<file path="src/design/mof_pkg.sv">
`timescale 1ns / 1ps

package mof_pkg;

   // Fixed field widths of the request and response items.
   localparam int SAMPLE_W      = 8;
   localparam int CHANNEL_W     = 3;
   // Number of channels that carry a sample field in a store request.
   localparam int SAMPLE_FIELDS = 2;

   localparam logic OP_STORE = 1'b0;
   localparam logic OP_QUERY = 1'b1;

   typedef struct packed {
      logic                 op;
      logic [SAMPLE_W-1:0]  sample_ch0;
      logic [SAMPLE_W-1:0]  sample_ch1;
      logic [CHANNEL_W-1:0] channel;
   } req_payload_type;

   typedef struct packed {
      logic [SAMPLE_W-1:0] median;
      logic                channel_ok;
   } rsp_payload_type;

endpackage

</file>
<file path="src/design/mof_req_if.sv">
`timescale 1ns / 1ps

interface mof_req_if
   import mof_pkg::*;
();
   logic            valid;
   logic            ready;
   req_payload_type payload;

   modport source (output valid, output payload, input ready);
   modport sink   (input valid, input payload, output ready);
endinterface

</file>
<file path="src/design/mof_rsp_if.sv">
`timescale 1ns / 1ps

interface mof_rsp_if
   import mof_pkg::*;
();
   logic            valid;
   logic            ready;
   rsp_payload_type payload;

   modport source (output valid, output payload, input ready);
   modport sink   (input valid, input payload, output ready);
endinterface

</file>
<file path="src/design/mof_ram.sv">
`timescale 1ns / 1ps

module mof_ram #(
   parameter int WIDTH = 16,
   parameter int DEPTH = 5
) (
   input  logic                                    clock,
   input  logic                                    wr_en,
   input  logic [(DEPTH > 1 ? $clog2(DEPTH) : 1)-1:0] wr_addr,
   input  logic [WIDTH-1:0]                        wr_data,
   input  logic                                    rd_en,
   input  logic [(DEPTH > 1 ? $clog2(DEPTH) : 1)-1:0] rd_addr,
   output logic [WIDTH-1:0]                        rd_data
);

   logic [WIDTH-1:0] mem_ff [DEPTH];
   logic [WIDTH-1:0] rd_data_ff;

   always_ff @(posedge clock) begin
      if (wr_en) begin
         mem_ff[wr_addr] <= wr_data;
      end
      if (rd_en) begin
         rd_data_ff <= mem_ff[rd_addr];
      end
   end

   assign rd_data = rd_data_ff;

endmodule

</file>
<file path="src/design/multichannel_median_of_five_filter.sv">
`timescale 1ns / 1ps

// Median filter over a sliding window of WINDOW 8-bit samples for each of
// CHANNELS ADC channels. A store transfer (op 0) writes sample_ch0 and
// sample_ch1 into the shared current slot and advances the slot pointer,
// which wraps at WINDOW; it returns nothing. Channels two
// and above have no sample field and always hold zero. A query transfer
// (op 1) returns one response with the true median of the named channel's
// window (sorted position WINDOW/2, so the upper middle element for an even
// window) and channel_ok set, or median 0 with channel_ok clear when the
// channel does not exist. Slots never written count as zero samples. The
// windows live in one RAM with one row per slot, so a query reads WINDOW rows
// through its single read port, one per cycle, before the response is loaded;
// an out-of-range query reads no rows and goes straight to loading its answer.
// Reset clears a valid flag per row at once, so there is no clearing pass. A
// finished response waits in an output register and the next request is
// taken meanwhile.
module multichannel_median_of_five_filter
   import mof_pkg::*;
#(
   parameter int CHANNELS = 2,
   parameter int WINDOW   = 5
) (
   input  logic        clock,
   input  logic        reset,
   mof_req_if.sink     req,
   mof_rsp_if.source   rsp
);

   localparam int SLOT_W = (WINDOW > 1) ? $clog2(WINDOW) : 1;
   localparam int CH_W   = (CHANNELS > 1) ? $clog2(CHANNELS) : 1;
   localparam int ROW_W  = CHANNELS * SAMPLE_W;
   localparam int MID    = WINDOW / 2;
   localparam logic [SLOT_W-1:0] LAST_SLOT = SLOT_W'(WINDOW - 1);

   // Sequencer states.
   localparam logic [1:0] ST_IDLE   = 2'd0;
   localparam logic [1:0] ST_READ   = 2'd1;
   localparam logic [1:0] ST_DRAIN  = 2'd2;
   localparam logic [1:0] ST_FINISH = 2'd3;

   logic [1:0]          state_ff, state_in;
   logic [SLOT_W-1:0]   slot_ff, slot_in;
   logic [SLOT_W-1:0]   cnt_ff, cnt_in;
   logic [WINDOW-1:0]   row_valid_ff, row_valid_in;
   logic                pend_ff, pend_in;
   logic                pend_valid_ff, pend_valid_in;
   logic [CH_W-1:0]     ch_ff, ch_in;
   logic                ch_ok_ff, ch_ok_in;
   logic [SAMPLE_W-1:0] sort_ff [WINDOW];
   logic [SAMPLE_W-1:0] sort_in [WINDOW];

   logic                rsp_valid_ff, rsp_valid_in;
   rsp_payload_type     rsp_data_ff, rsp_data_in;

   logic                req_xfer;
   logic                ram_wr_en;
   logic [ROW_W-1:0]    ram_wr_data;
   logic                ram_rd_en;
   logic [ROW_W-1:0]    ram_rd_data;
   logic [SAMPLE_W-1:0] lane [CHANNELS];
   logic [SAMPLE_W-1:0] ins_value;
   logic [WINDOW-1:0]   gt;

   assign req.ready   = (state_ff == ST_IDLE);
   assign req_xfer    = req.valid && req.ready;
   assign rsp.valid   = rsp_valid_ff;
   assign rsp.payload = rsp_data_ff;

   // One RAM row per slot; each channel owns one byte lane of the row.
   always_comb begin
      for (int c = 0; c < CHANNELS; c++) begin
         if (c == 0) begin
            ram_wr_data[c*SAMPLE_W +: SAMPLE_W] = req.payload.sample_ch0;
         end else if (c == 1) begin
            ram_wr_data[c*SAMPLE_W +: SAMPLE_W] = req.payload.sample_ch1;
         end else begin
            ram_wr_data[c*SAMPLE_W +: SAMPLE_W] = '0;
         end
      end
   end

   assign ram_wr_en = req_xfer && (req.payload.op == OP_STORE);
   assign ram_rd_en = (state_ff == ST_READ);

   mof_ram #(
      .WIDTH (ROW_W),
      .DEPTH (WINDOW)
   ) u_window_ram (
      .clock   (clock),
      .wr_en   (ram_wr_en),
      .wr_addr (slot_ff),
      .wr_data (ram_wr_data),
      .rd_en   (ram_rd_en),
      .rd_addr (cnt_ff),
      .rd_data (ram_rd_data)
   );

   // Pick the queried channel's byte out of the row just read. A row that
   // was never written since reset reads as zero.
   always_comb begin
      for (int c = 0; c < CHANNELS; c++) begin
         lane[c] = ram_rd_data[c*SAMPLE_W +: SAMPLE_W];
      end
      ins_value = pend_valid_ff ? lane[ch_ff] : '0;
   end

   // Insertion into an ascending list: every entry greater than the new
   // value moves up one place, and the value lands at the lowest such entry.
   // The list starts filled with all ones, which the real samples push out.
   always_comb begin
      for (int i = 0; i < WINDOW; i++) begin
         gt[i] = (sort_ff[i] > ins_value);
      end
   end

   always_comb begin
      state_in      = state_ff;
      slot_in       = slot_ff;
      cnt_in        = cnt_ff;
      row_valid_in  = row_valid_ff;
      pend_in       = 1'b0;
      pend_valid_in = row_valid_ff[cnt_ff];
      ch_in         = ch_ff;
      ch_ok_in      = ch_ok_ff;
      sort_in       = sort_ff;
      rsp_valid_in  = rsp_valid_ff && !rsp.ready;
      rsp_data_in   = rsp_data_ff;

      if (pend_ff) begin
         for (int i = 0; i < WINDOW; i++) begin
            if (!gt[i]) begin
               sort_in[i] = sort_ff[i];
            end else if (i == 0) begin
               sort_in[i] = ins_value;
            end else if (!gt[i-1]) begin
               sort_in[i] = ins_value;
            end else begin
               sort_in[i] = sort_ff[i-1];
            end
         end
      end

      case (state_ff)
         ST_IDLE: begin
            if (req_xfer) begin
               if (req.payload.op == OP_STORE) begin
                  row_valid_in[slot_ff] = 1'b1;
                  slot_in = (slot_ff == LAST_SLOT) ? '0 : slot_ff + 1'b1;
               end else begin
                  ch_in    = req.payload.channel[CH_W-1:0];
                  ch_ok_in = (32'(req.payload.channel) < CHANNELS);
                  cnt_in   = '0;
                  for (int i = 0; i < WINDOW; i++) begin
                     sort_in[i] = '1;
                  end
                  state_in = ch_ok_in ? ST_READ : ST_FINISH;
               end
            end
         end
         ST_READ: begin
            pend_in = 1'b1;
            if (cnt_ff == LAST_SLOT) begin
               state_in = ST_DRAIN;
            end else begin
               cnt_in = cnt_ff + 1'b1;
            end
         end
         ST_DRAIN: begin
            // The last row's byte is inserted in this cycle.
            state_in = ST_FINISH;
         end
         ST_FINISH: begin
            if (!rsp_valid_ff || rsp.ready) begin
               rsp_valid_in           = 1'b1;
               rsp_data_in.median     = ch_ok_ff ? sort_ff[MID] : '0;
               rsp_data_in.channel_ok = ch_ok_ff;
               state_in               = ST_IDLE;
            end
         end
         default: begin
            state_in = ST_IDLE;
         end
      endcase
   end

   always_ff @(posedge clock) begin
      if (reset) begin
         state_ff     <= ST_IDLE;
         slot_ff      <= '0;
         cnt_ff       <= '0;
         row_valid_ff <= '0;
         pend_ff      <= 1'b0;
         rsp_valid_ff <= 1'b0;
      end else begin
         state_ff     <= state_in;
         slot_ff      <= slot_in;
         cnt_ff       <= cnt_in;
         row_valid_ff <= row_valid_in;
         pend_ff      <= pend_in;
         rsp_valid_ff <= rsp_valid_in;
      end
   end

   always_ff @(posedge clock) begin
      pend_valid_ff <= pend_valid_in;
      ch_ff         <= ch_in;
      ch_ok_ff      <= ch_ok_in;
      sort_ff       <= sort_in;
      rsp_data_ff   <= rsp_data_in;
   end

endmodule
</file>
<file path="src/flat_wrapper.sv">
// flat-port wrapper written by rule: the top's interface ports become plain ports
module multichannel_median_of_five_filter_flat import mof_pkg::*;
#(
   parameter int CHANNELS = 2,
   parameter int WINDOW   = 5
)
  (clock, reset, req_valid, req_payload, req_ready, rsp_valid, rsp_payload, rsp_ready);
  mof_req_if req_i ();
  mof_rsp_if rsp_i ();
  input  logic clock;
  input  logic reset;
  input wire logic [$bits(req_i.valid)-1:0] req_valid;
  input wire logic [$bits(req_i.payload)-1:0] req_payload;
  output wire logic [$bits(req_i.ready)-1:0] req_ready;
  output wire logic [$bits(rsp_i.valid)-1:0] rsp_valid;
  output wire logic [$bits(rsp_i.payload)-1:0] rsp_payload;
  input wire logic [$bits(rsp_i.ready)-1:0] rsp_ready;
  assign req_i.valid = req_valid;
  assign req_i.payload = req_payload;
  assign req_ready = req_i.ready;
  assign rsp_valid = rsp_i.valid;
  assign rsp_payload = rsp_i.payload;
  assign rsp_i.ready = rsp_ready;
  multichannel_median_of_five_filter #(.CHANNELS(CHANNELS), .WINDOW(WINDOW)) u_core (.clock(clock), .reset(reset), .req(req_i), .rsp(rsp_i));
endmodule
</file>
<file path="config.mk">
export PLATFORM = sky130hd
export DESIGN_NAME = multichannel_median_of_five_filter_flat
export DESIGN_NICKNAME = d
export VERILOG_FILES = /design/src/design/mof_pkg.sv /design/src/design/mof_req_if.sv /design/src/design/mof_rsp_if.sv /design/src/design/mof_ram.sv /design/src/design/multichannel_median_of_five_filter.sv /design/src/flat_wrapper.sv
export SDC_FILE = /design/constraint.sdc
export NUM_CORES = 1
export LEC_CHECK = 0
export BUFFER_PORTS_ARGS = -buffer_cell sky130_fd_sc_hd__buf_4
export CAP_MARGIN = 30
export CORE_MARGIN = 3
export CORE_UTILIZATION = 42
export CTS_BUF_LIST = sky130_fd_sc_hd__clkbuf_16
export CTS_CLUSTER_DIAMETER = 30
export CTS_CLUSTER_SIZE = 28
export DETAILED_ROUTE_END_ITERATION = 7
export PLACE_DENSITY = 0.62
export SLEW_MARGIN = 15
export SYNTH_ARGS = -nofsm -noshare
export SYNTH_HDL_FRONTEND = slang
export SYNTH_HIERARCHICAL = 1
export SYNTH_SLANG_ARGS = --single-unit
</file>
<file path="constraint.sdc">
create_clock -name clock -period 5.1 [get_ports clock]
set_input_delay 0.765 -clock clock [delete_from_list [all_inputs] [get_ports clock]]
set_output_delay 0.765 -clock clock [all_outputs]
set_load 0.005 [all_outputs]
</file>
==> impl_metrics.ini <==
[placement]
dpl.hpwl_um = 8190
port_buffers = 34
routabilityCongestion = 0.800
numPlacedInstances = 697
placed_cell_area_um2 = 6970

[die]
die_area_um2 = 17100
core-area_um2 = 15200
fp.dieH_um = 131
start_util_pct = 43.1
core.rowCount = 45
die_x_um = 131
io_pins = 35

[finish]
multiInputGateArea_um2 = 2280
final_cell_area_um2 = 7600
syn_to_final_growth_pct = 16.1
final_cells = 729
regArea_um2 = 4020
fillers = 1325
layout.nets = 584
final_layout_size_suffix_gt1_share_pct = 20.9
num_antenna_cells = 0
utilization_pct = 50.0

[detailed_routing]
vias_per_cell = 5.29
routedWlPerCell_um = 17.0
wirelength_um = 12400
drt_first_pass_iters = 5
drc = 0
vias = 3855
postRouteAntennaNets = 0
drt_iter0_markers = 320

[sta]
period_share_pct = 57.6
finalHoldViolations = 0
fin_setup_tns_ns = 0
tightest_slew_ns = 0.974
clock_skew_ns = 0.00779
fmax_ghz = 0.340
setup_viol = 0
maxSlewHeadroom_pct = 34.8
rsz0062_at_grt = false
min_period_ns = 2.94
final-max-slew-violation-count = 0

[clock_network]
cts_setup_buffers = 0
cts_hold_buf = 0
clock-sinks = 147
cts_buffers = 17
clkLatencyLatePin_ns = 0.42
root_buffer = clkbuf_16
clkSlewWorstSetupHoldPaths_ns = 0.06
cts_max_level = 4
cts_tree = done
cts_resized = 0
clk_path_buf_depth = 2

[power]
peakVddDrop_mv = 0.372
comb_power_share_pct = 25.7
total_power_uw = 3940
p_switching_uw = 1210
p_leak_uw = 0.00281
pwr-share-clk_pct = 33.6
power_density_nw_per_um2 = 518
power_frac_seq_pct = 40.7
swShare_pct = 30.7
p_int_uw = 2730

[global_route]
grt_pass1_vias = 3806
grt_pass1_wl_um = 19900
grtUsageTotal_pct = 15.6
grt_max_degree = 54
antenna_found_initial = 0
overflow = 0

[worst_setup_path]
cp.required_ns = 5.44
reg2reg_slack_ns = 2.16
worstPathArrival_ns = 3.28
worst_setup_path_start_kind = register
cp_max_fo = 10
worstSetupPathType = register to register
rr_endpoint = u_core/sort_ff[24]$_DFF_P_
end_kind = register
r2r_start = u_core/ch_ff$_DFFE_PP_
reg2reg_depth = 9

[synthesis]
synth_fp_nets = 543
synth_area_um2 = 6550
avgSynthCellArea_um2 = 13.4
yosys_warnings = 6
yosys.area_share.simple_pct = 9.31
ys_seq_elements = 147
synthCells = 487
synth_top_family_by_area = compound AO/OA/AOI/OAI gates
async_reset_ff_share_pct = 0
synthAdderAreaFrac_pct = 6.12
synth_xor_xnor_area_share_pct = 0.268
synth_edf_count = 107
synth.area.mux_share_pct = 5.48
synthFlopType = edfxtp_1
synth_compound_area_share_pct = 13.4
yosysUniqueCellTypes = 56
ys_seq_area_share_pct = 61.3

[hold_path]
hp-class = register to register
worstHoldPathCells = 2
hp-start = u_core/row_valid_ff[2]$_SDFFE_PP0P_
holdPathEnd = u_core/row_valid_ff[2]$_SDFFE_PP0P_

[job]
drv_cap = 0

[run_status]
status = finished clean
==> logic make-up after synthesis <==
logic type | after synthesis
simple gates | 115
xor+xnor | 2
mux | 33
flops | 147
compound gates | 104
fa+ha+maj | 32
buf+inv | 54
==> power groups by stage <==
stage / Combinational (uW) / Sequential, uW / Clock, uW
floorplan: 830 / 1590 / 0
global placement: 990 / 1630 / 0
detailed placement: 1020 / 1630 / 0
CTS: 1020 / 1610 / 1350
global route: 1140 / 1620 / 1400
finish: 1010 / 1600 / 1320
==> layout make-up <==
class                           instances  area share [%]
Inverter                               37            1.83
Sequential cell                       147            52.8
Tap cell                              188            3.09
Clock buffer                           17            5.60
Timing Repair Buffer                   39            3.95
Multi-Input combinational cell        286            30.0
Clock inverter                         15            2.73
==> cells in the mapped netlist, types with 2 or more instances <==
master	instances	area share, %
edfxtp_1	107	49
dfxtp_1	40	12
inv_1	36	2.1
ha_1	32	6.1
nand2_1	29	1.7
nor2b_1	23	2.2
nor2_1	22	1.3
mux2i_1	19	2.9
a21oi_1	17	1.3
a2bb2oi_1	15	2.0
a211oi_1	14	1.6
a221oi_1	13	1.7
nor3_1	11	0.84
a21oi_2	9	1.2
and2_1	8	0.76
mux2_2	7	1.2
mux2_1	6	1.0
o211ai_1	6	0.69
clkbuf_1	5	0.29
nand3_1	5	0.38
nand4_1	5	0.48
a221oi_2	4	0.92
buf_4	4	0.46
o211ai_2	4	0.76
a211oi_2	3	0.57
buf_2	3	0.23
buf_6	3	0.52
o21ai_1	3	0.23
a21o_1	2	0.23
a31oi_1	2	0.19
nand2b_1	2	0.19
o21a_1	2	0.23
o21ai_2	2	0.27
or2_1	2	0.19
==> registers in the layout (all words and copies together) (netlist names), 2 cells and up <==
register	flops
u_core/cnt_ff	3
u_core/row_valid_ff	5
u_core/rsp.payload	9
u_core/slot_ff	3
u_core/sort_ff	24
u_core/state_ff	2
u_core/u_window_ram/mem_ff	80
u_core/u_window_ram/rd_data	16
==> metrics by stage <==
step / setup slack [ns] / hold WS [ns]
after global placement: 2.32 / 0.447
after global routing: 2.00 / 0.489
after floorplan: 2.00 / 0.431
after CTS: 2.21 / 0.470
after detailed placement: 2.22 / 0.453
final: 2.16 / 0.464
==> worst max-delay path by stage <==
| stage | start | to | slack, ns |
|---|---|---|---|
| CTS | u_core/ch_ff$_DFFE_PP_ | u_core/sort_ff[24]$_DFF_P_ | 2.21 |
| global placement | u_core/ch_ff$_DFFE_PP_ | u_core/sort_ff[22]$_DFF_P_ | 2.32 |
| finish | u_core/ch_ff$_DFFE_PP_ | u_core/sort_ff[24]$_DFF_P_ | 2.16 |
| floorplan | req_valid | u_core/u_window_ram/mem_ff[0][0]$_DFFE_PP_ | 2.00 |
| detailed placement | u_core/ch_ff$_DFFE_PP_ | u_core/sort_ff[24]$_DFF_P_ | 2.22 |
| global route | u_core/ch_ff$_DFFE_PP_ | u_core/sort_ff[26]$_DFF_P_ | 2.00 |
==> cells in the final DEF (no fill, tap or decap), types with 2 or more instances in the layout <==
master and n:
a211oi_1 14, a211oi_2 3, a21o_1 2, a21oi_1 17, a21oi_2 9, a221oi_1 13, a221oi_2 4, a2bb2oi_1 15
a31oi_1 2, and2_1 8, buf_4 38, bufinv_16 3, clkbuf_16 17, clkinvlp_4 2, dfxtp_1 39, edfxtp_1 107
ha_1 32, inv_1 36, inv_6 6, inv_8 3, mux2_1 6, mux2_2 7, mux2i_1 19, nand2_1 29
nand2b_1 2, nand3_1 5, nand4_1 5, nor2_1 22, nor2b_1 23, nor3_1 10, o211ai_1 6, o211ai_2 4
o21a_1 2, o21ai_1 3, o21ai_2 2, or2_1 2
==> worst max-delay path, stage by stage, from the launching register on <==
cell       delay [ns]
edfxtp_1         0.53
mux2i_1          0.19
nor2b_1          0.48
ha_1             0.34
nand4_1          0.14
nor2_4           0.06
a211oi_4         0.38
or2_1            0.48
a21oi_2          0.11
a2bb2oi_1        0.17
==> routing by layer <==
metal	track usage [%]	wire [um]
met1	19.5	5660
met2	25.8	6130
met3	4.63	436
met4	5.44	148
met5	0	0
No activity file was read; power rests on OpenSTA's default activity.
